File: src/rtl/d2q9eq_pkg.sv
// shared constants and types of the d2q9 equilibrium unit
package d2q9eq_pkg;

    localparam int WORD_W     = 32;
    localparam int NUM_DIRS   = 9;
    localparam int IN_DATA_W  = 3 * WORD_W;
    localparam int OUT_DATA_W = NUM_DIRS * WORD_W;

    // population order in the result
    localparam int DIR_REST      = 0;
    localparam int DIR_EAST      = 1;
    localparam int DIR_NORTH     = 2;
    localparam int DIR_WEST      = 3;
    localparam int DIR_SOUTH     = 4;
    localparam int DIR_NORTHEAST = 5;
    localparam int DIR_NORTHWEST = 6;
    localparam int DIR_SOUTHWEST = 7;
    localparam int DIR_SOUTHEAST = 8;

    // internal widths
    localparam int M_W    = 48;  // density times weight, q16.32
    localparam int SQ_W   = 47;  // rounded square, q31.16
    localparam int POLY_W = 51;  // signed polynomial, q35.16
    localparam int PM_W   = 50;  // polynomial magnitude

    // pipeline split
    localparam int FRONT_STAGES = 3;
    localparam int POLY_STAGES  = 5;
    localparam int POP_STAGES   = 3;
    localparam int NUM_STAGES   = FRONT_STAGES + POLY_STAGES + POP_STAGES;
    localparam int FRONT_FIRST  = 0;
    localparam int POLY_FIRST   = FRONT_FIRST + FRONT_STAGES;
    localparam int POP_FIRST    = POLY_FIRST + POLY_STAGES;

    // weights as q0.32
    localparam logic [WORD_W-1:0] W_REST = 32'd1908874354;
    localparam logic [WORD_W-1:0] W_AXIS = 32'd477218588;
    localparam logic [WORD_W-1:0] W_DIAG = 32'd119304647;

    localparam logic [WORD_W-1:0] VSCALE_RESET = 32'h0100_0000;
    localparam logic [WORD_W-1:0] MAG_MAX      = 32'h7fff_ffff;
    localparam logic [WORD_W-1:0] MAG_NEG      = 32'h8000_0000;

    typedef logic [NUM_STAGES-1:0] t_stage_vec;

    typedef struct packed {
        logic signed [WORD_W-1:0] a;
        logic signed [WORD_W-1:0] b;
        logic signed [WORD_W-1:0] d1;  // sat(a + b)
        logic signed [WORD_W-1:0] d2;  // sat(b - a)
        logic [M_W-1:0]           m_rest;
        logic [M_W-1:0]           m_axis;
        logic [M_W-1:0]           m_diag;
    } t_front_out;

    typedef struct packed {
        logic [NUM_DIRS-1:0][POLY_W-1:0] poly;
        logic [M_W-1:0]                  m_rest;
        logic [M_W-1:0]                  m_axis;
        logic [M_W-1:0]                  m_diag;
    } t_poly_out;

endpackage

File: src/rtl/d2q9eq_flow.sv
// valid bits and per-stage load chain of the pipeline
module d2q9eq_flow import d2q9eq_pkg::*; (
    input  logic       i_clk,
    input  logic       i_rst_n,
    input  logic       i_in_valid,
    output logic       o_in_ready,
    output logic       o_out_valid,
    input  logic       i_out_ready,
    output t_stage_vec o_load
);

    t_stage_vec r_vld;
    t_stage_vec n_vld;
    t_stage_vec w_load;

    // a stage loads when it is empty or its content moves on
    assign w_load[NUM_STAGES-1] = !r_vld[NUM_STAGES-1] || i_out_ready;

    for (genvar k = 0; k < NUM_STAGES - 1; k++) begin : g_load
        assign w_load[k] = !r_vld[k] || w_load[k+1];
    end

    assign n_vld[0] = w_load[0] ? i_in_valid : r_vld[0];

    for (genvar k = 1; k < NUM_STAGES; k++) begin : g_next
        assign n_vld[k] = w_load[k] ? r_vld[k-1] : r_vld[k];
    end

    always_ff @(posedge i_clk) begin
        if (!i_rst_n) begin
            r_vld <= '0;
        end else begin
            r_vld <= n_vld;
        end
    end

    assign o_in_ready  = w_load[0];
    assign o_out_valid = r_vld[NUM_STAGES-1];
    assign o_load      = w_load;

endmodule

File: config.mk
export PLATFORM = sky130hd
export DESIGN_NAME = d2q9eq_flow
export DESIGN_NICKNAME = d
export VERILOG_FILES = /design/src/rtl/d2q9eq_pkg.sv /design/src/rtl/d2q9eq_flow.sv
export SDC_FILE = /design/constraint.sdc
export NUM_CORES = 1
export LEC_CHECK = 0
export BUFFER_PORTS_ARGS = -buffer_cell sky130_fd_sc_hd__buf_2
export CAP_MARGIN = 10
export CORE_MARGIN = 3
export CORE_UTILIZATION = 35
export CTS_CLUSTER_SIZE = 14
export DETAILED_ROUTE_END_ITERATION = 7
export MAX_ROUTING_LAYER = met4
export PLACE_DENSITY_LB_ADDON = 0.15
export SYNTH_ARGS = -nofsm -noshare
export SYNTH_HDL_FRONTEND = slang
export SYNTH_SLANG_ARGS = --single-unit
export TNS_END_PERCENT = 30
File: constraint.sdc
create_clock -name i_clk -period 1.69 [get_ports i_clk]
set_input_delay 0.169 -clock i_clk [delete_from_list [all_inputs] [get_ports i_clk]]
set_output_delay 0.169 -clock i_clk [all_outputs]
set_load 0.02 [all_outputs]
-- Word level (Yosys, flattened, before mapping)
Index checks and enable logic that the tools add are counted.
Widths: inputs -> output; s select.
- add/sub/neg operators: 0
- $mul: 0
- divide/modulo/power cells: 0
- $lt $le $gt $ge: 0
- equality and inequality tests: 0
- shift operators: 0
- mux-type cells: 0
- bitwise gates (word level): 0
- reductions and logical operators: 22
- operators by type and width (kind ; number):
    $logic_not 1->1 ; 11
    $logic_or 1x1->1 ; 11
- register bits: 11
- bits in latches: 0
- bits in writable memories: 0
- ROM bits: 0
- input bits: 4
- output and inout bits: 13
- word-level logic and storage cells: 33
- memories: 0

-- Depth between registers and ports, before layout
Gate-level depths: netlist of the first run.
- word-level depth: 12
- gate-level depth with buffers: 5
- gate-level depth less buffers: 5

-- Worst setup path after synthesis of the first run
No wires, ideal clock.
- kind: reg-to-output
- from: register r_vld[10]
- to: output o_load[0]
- arrival: 1.458 ns
- data required time: 1.521 ns
- path slack: 0.063 ns
- stages on the path, launching flop included: 6
- buffers on the path: 1
- cell sequence: dfxtp_1 and4b_2 inv_4 nor2_8 nand3_1 buf_4
- longest elaborated chain between the ends: 12
- ends and longest elaborated chain (what ; line ; source):
    start: declaration ; d2q9eq_flow.sv:12 ; t_stage_vec r_vld;
    start signal: assignment ; d2q9eq_flow.sv:33 ; r_vld <= n_vld;
    $logic_not 1->1 ; d2q9eq_flow.sv:17 ; assign w_load[NUM_STAGES-1] = !r_vld[NUM_STAGES-1] || i_out_ready;
    $logic_or 1x1->1 ; d2q9eq_flow.sv:17 ;
    $logic_or 1x1->1 (2 in a row) ; d2q9eq_flow.sv:20 ; assign w_load[k] = !r_vld[k] || w_load[k+1];
    net o_load[8] ; d2q9eq_flow.sv:9 ; output t_stage_vec o_load
    $logic_or 1x1->1 (8 in a row) ; d2q9eq_flow.sv:20 ;
    end: declaration ; d2q9eq_flow.sv:9 ;
The timed path passes the listed nets, and every way through them passes these cells.

-- Final worst setup path of the first run
- from: register r_vld[10]
- to: output o_load[2]
- longest elaborated chain between the ends: 10
- ends and longest elaborated chain (what ; line):
    $logic_not 1->1 ; d2q9eq_flow.sv:17
    $logic_or 1x1->1 ; d2q9eq_flow.sv:17
    $logic_or 1x1->1 (8 in a row) ; d2q9eq_flow.sv:20
No other way between the ends.

==> metrics.md, run 1 <==
| Metric | Value |
|---|---|
| Num rows | `12` |
| Worst slew pin tran | `0.2154 ns` |
| Routed vias | `408` |
| CP startpoint kind | `register` |
| Syn. warnings | `0` |
| Clock power share | `38.9%` |
| Fraction of layout cells with a size suffix above 1 | `42.86%` |
| Synth top area share | `45.83%` |
| Seq cells post-synth | `11` |
| Fmax | `626.8 MHz` |
| Min Tclk post-route | `1.595 ns` |
| Layout Nets | `75` |
| Crit-path cells | `and4b_2 -> inv_4 -> nor2_8 -> nand4_1 -> buf_2` |
| First-pass iteration count of the detailed router | `2` |
| Pleak | `0.0002374 uW` |
| Avg Cell Area, Syn | `9.609 um2` |
| Clock tree buffer depth | `2` |
| Most frequent cells in the layout | `buf_2, dfxtp_1, inv_1` |
| Max_cap viols | `0` |
| CTS tree | `yes` |
| Final Skew | `0.001033 ns` |
| Top Ports | `17` |
| Tot GR Track Use | `10.78%` |
| Status | `finished clean` |
| DR vias/cell | `4.857` |
| Post-DP HPWL | `679.8 um` |
| Post-Syn Instances | `50` |
| Mapped Area | `480.5 um2` |
| Routed Antenna Nets | `0` |
| Commonest non-fill, non-tap cell in the layout | `buf_2` |
| WP buf/inv | `2` |
| Crit-path leading delay family | `simple AND/OR/NAND/NOR gates` |
| DIE WIDTH | `43.05 um` |
| Worst-path clk slew | `0.07 ns` |
| Fillers | `128` |
| Post-CTS Hold Fix Bufs | `0` |
| First-pass GRT wire length | `1435 um` |
| Largest cells by area after synthesis | `dfxtp_1, nand3_1, nor2_8` |
| Total grt overflow | `0` |
| Arrival time at the worst endpoint | `1.43 ns` |
| Net Sw Frac | `20.99%` |
| Reg power frac | `57.9%` |
| Syn-to-layout area delta | `27.60%` |
| DRC marker count from the first detailed-route iteration | `1` |
| CTS sink cnt | `11` |
| Crit end category | `primary output` |
| Int Pwr | `362.1 uW` |
| Synth cell types | `24` |
| Cts bufs inserted | `3` |
| Final Setup Violations | `0` |
| Final period utilization | `94.40%` |
| Net Switching | `96.18 uW` |
| Max FFs per register | `11` |
| Synth area leader | `dfxtp_1` |
| Slew margin rel. | `85.64%` |
| Core area | `1201 um2` |
| RePlAce Congestion | `0.7294` |
| CP Class | `register to primary output` |
| Cell Pwr Density | `747.5 nW/um2` |
| Logic gate share of total power | `3.2%` |
| Worst-path maximum fanout | `7` |
| Root buf cell | `clkbuf_4` |
| Max rail drop VDD | `0.0005442 V` |
| Clock Latency Late Sink | `0.27 ns` |
| Largest net degree at the start of global routing | `15` |
| PortBufs | `16` |
| WP data required | `1.52 ns` |
| Seq/Total Area, Yosys | `45.83%` |
| Max incr delay on CP | `0.34 ns` |
| Final hold vios | `0` |
| Ant. Diodes | `0` |
| CP max stage cell | `dfxtp_1` |
| Post-Layout Cell Count | `84` |
| Initial core utilization | `40.00%` |
| Vias in the first global route | `349` |
| H-tree lvl count | `1` |
| Inst Count DP | `78` |
| DIE HEIGHT | `43.05 um` |
| Fin Hold WS | `0.1185 ns` |
| Die footprint | `1853 um2` |
| Syn_nets | `54` |
| DR WL/cell | `11.13 um` |
| Top reg by flops | `r_vld` |
| Registers with the most flip-flops | `r_vld x11` |
| Antenna violations before repair | `0` |
| Routed wire length | `935 um` |
| Hold WC Path Type | `primary input to register` |
| DRC viols | `0` |
| Slew Limit Fails | `0` |
[synth_stat cells]
master,number
nand2_1,4
o21a_1,2
and2_1,1
a21oi_1,1
inv_1,5
a31o_1,1
a21boi_0,1
a21boi_1,2
and4b_2,1
nor3_2,1
clkbuf_1,1
o21ai_2,2
buf_4,1
dfxtp_1,11
a32o_1,1
or2_1,1
nor2b_1,1
and4_1,1
nand4_1,2
nand2b_1,1
inv_4,2
nor2_8,1
a21boi_2,1
nand3_1,5
[cell families after synthesis]
| group | after synthesis | synth area share [%] |
|---|---|---|
| and+or+nand+nor | 19 | 26.56 |
| AOI/OAI and AO/OA | 11 | 18.75 |
| DFF | 11 | 45.83 |
| buffers and inverters | 9 | 8.854 |
[stage by stage]
stage                     setup TNS (ns)  power, uW  instance area [um2]  utilization (%)  setup WS, ns
after detailed placement               0      286.3                566.8            47.19        0.3671
after global routing            -0.01923      480.9                613.1            51.04      -0.01084
final                                  0      458.3                613.1            51.04       0.09461
after global placement                 0      286.0                566.8            47.19        0.3921
after floorplan                        0      280.0                480.5                -       0.06325
after CTS                              0      466.5                593.1            49.38       0.05866
[power by group through the flow]
stage | logic, uW | clock network, uW | registers, uW
6_report | 14.7 | 178 | 265
4_1_cts | 14.9 | 186 | 265
5_1_grt | 16.5 | 198 | 266
3_3_place_gp | 14.5 | 0 | 271
2_1_floorplan | 9.24 | 0 | 271
3_5_place_dp | 14.9 | 0 | 271
[path summary, 6_finish.rpt]
kind         cells past startpoint  slack [ns]                     to              startpoint
max                              5        0.09              o_load[2]  r_vld[10]$_SDFFE_PN0P_
min                              2        0.12  r_vld[0]$_SDFFE_PN0P_              i_in_valid
max reg2reg                      5        0.57  r_vld[5]$_SDFFE_PN0P_  r_vld[10]$_SDFFE_PN0P_
min reg2reg                      2        0.44  r_vld[9]$_SDFFE_PN0P_   r_vld[8]$_SDFFE_PN0P_
[per-layer routing]
layer | part of all wire, % | GRT usage, % | vias to the layer above | routed length [um]
li1 | - | - | 212 | -
met1 | 42 | 11.87 | 182 | 390
met2 | 48 | 15.87 | 14 | 452
met3 | 9.9 | 8.051 | 0 | 93
met4 | 0 | 1.807 | 0 | 0
met5 | 0 | - | - | 0
[final cells by class]
type / instances / area, um2 / share of cell area, %
timing repair buffer: 18 / 95.09 / 15.51
clock buffer: 4 / 26.28 / 4.286
inverter: 7 / 31.28 / 5.102
tap: 14 / 17.52 / 2.857
sequential: 11 / 220.2 / 35.92
multi-input combinational: 30 / 222.7 / 36.33
[timing repair]
action | in CTS | in global routing
gates resized for setup | 0 | 1
setup buffers | 0 | 2
setup endpoints to repair | 0 | 3
Note: power is estimated with default switching activity, not from simulation.
==> run 2, diff against run 1 <==
--- a/config.mk
+++ b/config.mk
@@ -12,7 +12,6 @@
 export CTS_CLUSTER_SIZE = 14
 export DETAILED_ROUTE_END_ITERATION = 7
 export MAX_ROUTING_LAYER = met4
-export PLACE_DENSITY_LB_ADDON = 0.15
 export SYNTH_ARGS = -nofsm -noshare
 export SYNTH_HDL_FRONTEND = slang
 export SYNTH_SLANG_ARGS = --single-unit
==> run 2 against run 1 <==
Global-route usage up 2.4 points; wire length rose by 3.1%; sequential power is essentially flat; combinational power hardly changed; sequential share of layout area grew 0.22 points; via count rose by 3.4%; clock-buffer cell count decreased by 1; clock power is essentially flat; critical path depth stayed put; setup slack better by 0.033 ns; design area fell by 0.61%; critical endpoint is now o_in_ready; highest routed layer is now met4.
==> metrics.md, run 2 (same netlist as run 1, synthesis figures left out) <==
| Metric | Value |
|---|---|
| Min Tclk post-route | `1.562 ns (-0.03294 ns)` |
| Register Area | `220.2 um2 (unchanged)` |
| Final Setup Violations | `0 (unchanged)` |
| Antenna violations before repair | `0 (unchanged)` |
| Final hold vios | `0 (unchanged)` |
| Layout Nets | `75 (unchanged)` |
| Top reg by flops | `r_vld` |
| Fmax | `640.0 MHz (+2.1%)` |
| Commonest non-fill, non-tap cell in the layout | `buf_2` |
| CTS sink cnt | `11 (unchanged)` |
| Post-layout util | `50.73% (-0.31 points)` |
| WP data required | `1.52 ns (about the same)` |
| Worst-path maximum fanout | `7 (unchanged)` |
| Slew Limit Fails | `0 (unchanged)` |
| First-pass iteration count of the detailed router | `2 (unchanged)` |
| Final Skew | `0.006657 ns (+0.005624 ns)` |
| Critical Path End | `o_in_ready` |
| Routed wire length | `964 um (+3.1%)` |
| Grt peak-use layer | `met2` |
| DRC viols | `0 (unchanged)` |
| DRC marker count from the first detailed-route iteration | `4 (+3)` |
| Post-Route Setup TNS | `0 ns (unchanged)` |
| First-pass GRT wire length | `1766 um (+23%)` |
| Post-CTS Resized | `0 (unchanged)` |
| M2 GR Usage | `19.16% (+3.3 points)` |
| Total grt overflow | `0 (unchanged)` |
| Worst flop-to-flop path startpoint | `r_vld[10]$_SDFFE_PN0P_` |
| Cell Pwr Density | `756.2 nW/um2 (+1.2%)` |
| Final period utilization | `92.45% (-1.9 points)` |
| M1 GR Usage | `15.52% (+3.7 points)` |
| DIE WIDTH | `43.05 um (unchanged)` |
| Cts bufs inserted | `3 (unchanged)` |
| Post-CTS Hold Fix Bufs | `0 (unchanged)` |
| Routed vias | `422 (+3.4%)` |
| Die footprint | `1853 um2 (unchanged)` |
| H-tree lvl count | `1 (unchanged)` |
| Root buf cell | `clkbuf_4` |
| RePlAce Congestion | `0.6968 (-4.5%)` |
| GRT met3 Usage | `3.814% (-4.2 points)` |
| Slew margin rel. | `81.72% (-3.9 points)` |
| Top Ports | `17 (unchanged)` |
| Pleak | `0.0002401 uW (+1.1%)` |
| DIE HEIGHT | `43.05 um (unchanged)` |
| Crit end category | `primary output` |
| Core area | `1201 um2 (unchanged)` |
| RSZ-0062 raised after global routing | `no` |
| Fraction of layout cells with a size suffix above 1 | `42.86% (unchanged)` |
| DR vias/cell | `5.024 (+3.4%)` |
| Max rail drop VDD | `0.0003703 V (-32%)` |
| CP startpoint kind | `register` |
| Registers with the most flip-flops | `r_vld x11` |
| Most frequent cells in the layout | `buf_2, dfxtp_1, inv_1, nand3_1, nand2_1` |
| Reg2reg end | `r_vld[5]$_SDFFE_PN0P_` |
| Post-DP HPWL | `724.3 um (+6.5%)` |
| Routed Antenna Nets | `0 (unchanged)` |
| PortBufs | `16 (unchanged)` |
| Max_cap viols | `0 (unchanged)` |
| Arrival time at the worst endpoint | `1.39 ns (-0.04 ns)` |
| Initial core utilization | `40.00% (unchanged)` |
| DR WL/cell | `11.48 um (+3.1%)` |
| Num rows | `12 (unchanged)` |
| Clock tree buffer depth | `2 (unchanged)` |
| R2R depth | `5 (unchanged)` |
| Worst R2R Setup Slack | `0.60 ns (+0.03 ns)` |
| CTS tree | `yes` |
| Ant. Diodes | `0 (unchanged)` |
| Hold WC Path Type | `primary input to register` |
| Fin Hold WS | `0.1065 ns (-0.01201 ns)` |
| Area of the multi-input gates | `217.7 um2 (-2.2%)` |
| Worst slew pin tran | `0.2735 ns (+0.05806 ns)` |
| Clock Latency Late Sink | `0.27 ns (about the same)` |
| Crit path from | `r_vld[10]$_SDFFE_PN0P_` |
| Tot GR Track Use | `13.20% (+2.4 points)` |
| Max FFs per register | `11 (unchanged)` |
| Vias in the first global route | `390 (+12%)` |
| CP Class | `register to primary output` |
| Status | `finished clean` |
| Post-CTS setup buffer count | `0 (unchanged)` |
| Syn-to-layout area delta | `26.82%` |
| Worst-path clk slew | `0.08 ns (about the same)` |
| Largest net degree at the start of global routing | `15 (unchanged)` |
| Fillers | `124 (-3.1%)` |
==> run 2: cell types whose count changed in the layout (fill, tap and decap cells not counted) <==
cell | previous run | this run
clkbuf_1 | 1 | 0
clkinv_2 | 0 | 1
nand3_1 | 4 | 5
nand3_2 | 1 | 0
==> run 2: cell type report <==
class / count / area share [%]
Sequential cell: 11 / 36.14
Multi-Input combinational cell: 30 / 35.73
Timing Repair Buffer: 18 / 15.61
Inverter: 7 / 5.133
Clock buffer: 3 / 3.696
Tap cell: 14 / 2.875
Clock inverter: 1 / 0.8214
==> run 2: report_power, final <==
| part | internal (uW) | leakage (uW) | switching [uW] |
|---|---|---|---|
| clock network | 87.6 | 0.0000177 | 93.1 |
| logic | 7.70 | 0.000133 | 6.85 |
| registers | 263 | 0.0000892 | 2.79 |
| total | 358 | 0.000240 | 103 |
==> run 2: how the worst min path moves through the flow <==
stage,start,end,slack (ns),cells after the start
6_report,i_in_valid,r_vld[0]$_SDFFE_PN0P_,0.11,2
5_1_grt,i_in_valid,r_vld[0]$_SDFFE_PN0P_,0.11,2
4_1_cts,i_in_valid,r_vld[0]$_SDFFE_PN0P_,0.1,2
3_5_place_dp,i_in_valid,r_vld[0]$_SDFFE_PN0P_,0.39,2
3_3_place_gp,i_in_valid,r_vld[0]$_SDFFE_PN0P_,0.39,2
2_1_floorplan,i_in_valid,r_vld[0]$_SDFFE_PN0P_,0.29,1
==> run 2: critical path: stages (launching register included) <==
cell	delay, ns
dfxtp_1	0.34
and4b_2	0.28
inv_4	0.07
nor2_8	0.15
nand3_1	0.11
buf_2	0.17
==> run 2: routing by layer <==
layer / vias up / share of wire (%)
li1: 211 / -
met1: 192 / 43
met2: 15 / 47
met3: 4 / 6.8
met4: 0 / 3.0
met5: - / 0
==> run 2: metrics by stage <==
stage | std cells | instance area, um2 | setup slack, ns | total power, uW
3_5_place_dp | 78 | 566.8 | 0.3803 | 286.2
3_3_place_gp | 78 | 566.8 | 0.3932 | 286.2
5_1_grt | 84 | 609.3 | 0.01549 | 488.3
2_1_floorplan | 50 | 480.5 | 0.06325 | 280.0
4_1_cts | 82 | 594.3 | 0.06504 | 468.2
6_report | 84 | 609.3 | 0.1276 | 460.8
==> run 3, diff against run 2 <==
==> constraint.sdc (replaced) <==
create_clock -name i_clk -period 1.87 [get_ports i_clk]
set_input_delay 0.187 -clock i_clk [delete_from_list [all_inputs] [get_ports i_clk]]
set_output_delay 0.187 -clock i_clk [all_outputs]
set_load 0.02 [all_outputs]
==> run 3 against run 2 <==
Non-clock buffer count shrank 2; register-to-register slack gained 0.14 ns; worst hold slack gained 0.022 ns; combinational power shrank 10%; largest power group unchanged.
==> metrics.md, run 3 (same netlist as run 1, synthesis figures left out) <==
| Metric | Value |
|---|---|
| Status | `finished clean` |
| Num rows | `12 (unchanged)` |
| Crit-path leading delay family | `simple AND/OR/NAND/NOR gates` |
| Cts bufs inserted | `3 (unchanged)` |
| First-pass iteration count of the detailed router | `2 (unchanged)` |
| DR WL/cell | `11.16 um (-2.8%)` |
| Max_cap viols | `0 (unchanged)` |
| DIE HEIGHT | `43.05 um (unchanged)` |
| Max rail drop VDD | `0.0003336 V (-9.9%)` |
| Post-CTS setup buffer count | `0 (unchanged)` |
| Fraction of layout cells with a size suffix above 1 | `39.71% (-3.2 points)` |
| CP startpoint kind | `register` |
| Initial core utilization | `40.00% (unchanged)` |
| WP data required | `1.68 ns (+0.16 ns)` |
| Min Tclk post-route | `1.609 ns` |
| Worst-path clk slew | `0.07 ns (about the same)` |
| Max FFs per register | `11 (unchanged)` |
| DRC viols | `0 (unchanged)` |
| Max incr delay on CP | `0.34 ns (about the same)` |
| Total grt overflow | `0 (unchanged)` |
| Routed vias | `395 (-6.4%)` |
| Syn-to-layout area delta | `23.44%` |
| Final hold vios | `0 (unchanged)` |
| Antenna violations before repair | `0 (unchanged)` |
| Placed Instance Area | `566.8 um2 (unchanged)` |
| Tot GR Track Use | `12.58% (-0.62 points)` |
| Fmax | `621.6 MHz` |
| Post-DP HPWL | `668.4 um (-7.7%)` |
| Pre-CTS WS | `0.5383 ns (+0.1580 ns)` |
| Cell Pwr Density | `704.7 nW/um2 (-6.8%)` |
| DIE WIDTH | `43.05 um (unchanged)` |
| Root buf cell | `clkbuf_4` |
| H-tree lvl count | `1 (unchanged)` |
| Final Setup Violations | `0 (unchanged)` |
| PortBufs | `16 (unchanged)` |
| Die footprint | `1853 um2 (unchanged)` |
| Final period utilization | `86.03%` |
| DRC marker count from the first detailed-route iteration | `3 (-1)` |
| Post-CTS Hold Fix Bufs | `0 (unchanged)` |
| Clock tree buffer depth | `2 (unchanged)` |
| CP Class | `register to primary output` |
| RSZ-0062 raised after global routing | `no` |
| Ant. Diodes | `0 (unchanged)` |
| Worst-path maximum fanout | `7 (unchanged)` |
| Post-CTS Resized | `0 (unchanged)` |
| DR vias/cell | `4.817 (-4.1%)` |
| Most frequent cells in the layout | `buf_2, dfxtp_1, inv_1, nand3_1, nand2_1` |
| CTS sink cnt | `11 (unchanged)` |
| Routed wire length | `915 um (-5.1%)` |
| Fillers | `126 (+1.6%)` |
| Registers with the most flip-flops | `r_vld x11` |
| Slew Limit Fails | `0 (unchanged)` |
| Routed Antenna Nets | `0 (unchanged)` |
| Worst slew pin tran | `0.2726 ns (-0.0008472 ns)` |
| Layout Nets | `73 (-2.7%)` |
| Post-Route Setup TNS | `0 ns (unchanged)` |
| CP max stage cell | `dfxtp_1` |
| Largest net degree at the start of global routing | `15 (unchanged)` |
| Slew margin rel. | `81.77% (about the same)` |
| Top reg by flops | `r_vld` |
| Crit end category | `primary output` |
| WP buf/inv | `2 (unchanged)` |
| Vias in the first global route | `402 (+3.1%)` |
| Final Skew | `0.001980 ns (-0.004677 ns)` |
| Core area | `1201 um2 (unchanged)` |
| Post-Layout Inst Area | `593.1 um2 (-2.7%)` |
| Crit-path cells | `and4b_2 -> inv_4 -> nor2_8 -> nand4_1 -> buf_2` |
| First-pass GRT wire length | `1656 um (-6.2%)` |
| CTS tree | `yes` |
| Arrival time at the worst endpoint | `1.42 ns (+0.03 ns)` |
| Commonest non-fill, non-tap cell in the layout | `buf_2` |
| Pleak | `0.0002264 uW (-5.7%)` |
| Top Ports | `17 (unchanged)` |
| RePlAce Congestion | `0.7057 (+1.3%)` |
| Hold WC Path Type | `primary input to register` |
| Final setup margin | `0.2613 ns (+0.1337 ns)` |
| Clock Latency Late Sink | `0.27 ns (about the same)` |
==> run 3: changes by cell type in the layout (fill, tap and decap cells not counted) <==
cell      before  now
clkinv_2       1    0
buf_4          2    0
clkbuf_1       0    1
==> run 3: per-stage QoR <==
stage / power, uW / hold slack, ns / instances / util, %
floorplan: 253.1 / 0.3128 / 50 / -
CTS: 428.2 / 0.1220 / 82 / 49.38
detailed placement: 258.4 / 0.4090 / 78 / 47.19
global route: 441.4 / 0.1278 / 82 / 49.38
global placement: 258.7 / 0.4096 / 78 / 47.19
finish: 417.9 / 0.1285 / 82 / 49.38
==> run 3: routing by layer <==
layer | track usage [%] | share of wire, % | vias to the layer above
met1 | 13.49 | 44 | 171
met4 | 3.614 | 1.1 | 0
met2 | 19.46 | 46 | 15
met3 | 7.627 | 8.5 | 2
li1 | - | - | 207
met5 | - | 0 | -
==> run 3: layout make-up <==
| type | count | area, um2 | share of cell area, % |
|---|---|---|---|
| multi-input combinational | 30 | 217.7 | 36.71 |
| clock buffer | 4 | 26.28 | 4.430 |
| tap | 14 | 17.52 | 2.954 |
| inverter | 7 | 31.28 | 5.274 |
| sequential | 11 | 220.2 | 37.13 |
| timing repair buffer | 16 | 80.08 | 13.50 |
==> run 3: path summary, 6_finish.rpt <==
check,startpoint,to,slack (ns),cells after the start
max reg2reg,r_vld[10]$_SDFFE_PN0P_,r_vld[5]$_SDFFE_PN0P_,0.74,5
min reg2reg,r_vld[8]$_SDFFE_PN0P_,r_vld[9]$_SDFFE_PN0P_,0.45,2
max,r_vld[10]$_SDFFE_PN0P_,o_load[2],0.26,5
min,i_in_valid,r_vld[0]$_SDFFE_PN0P_,0.13,2
==> run 3: power by group <==
part	internal (uW)	total [uW]	switching, uW
clock	82.6	165	82.4
sequential	237	240	2.38
combinational	6.97	13.0	6.05
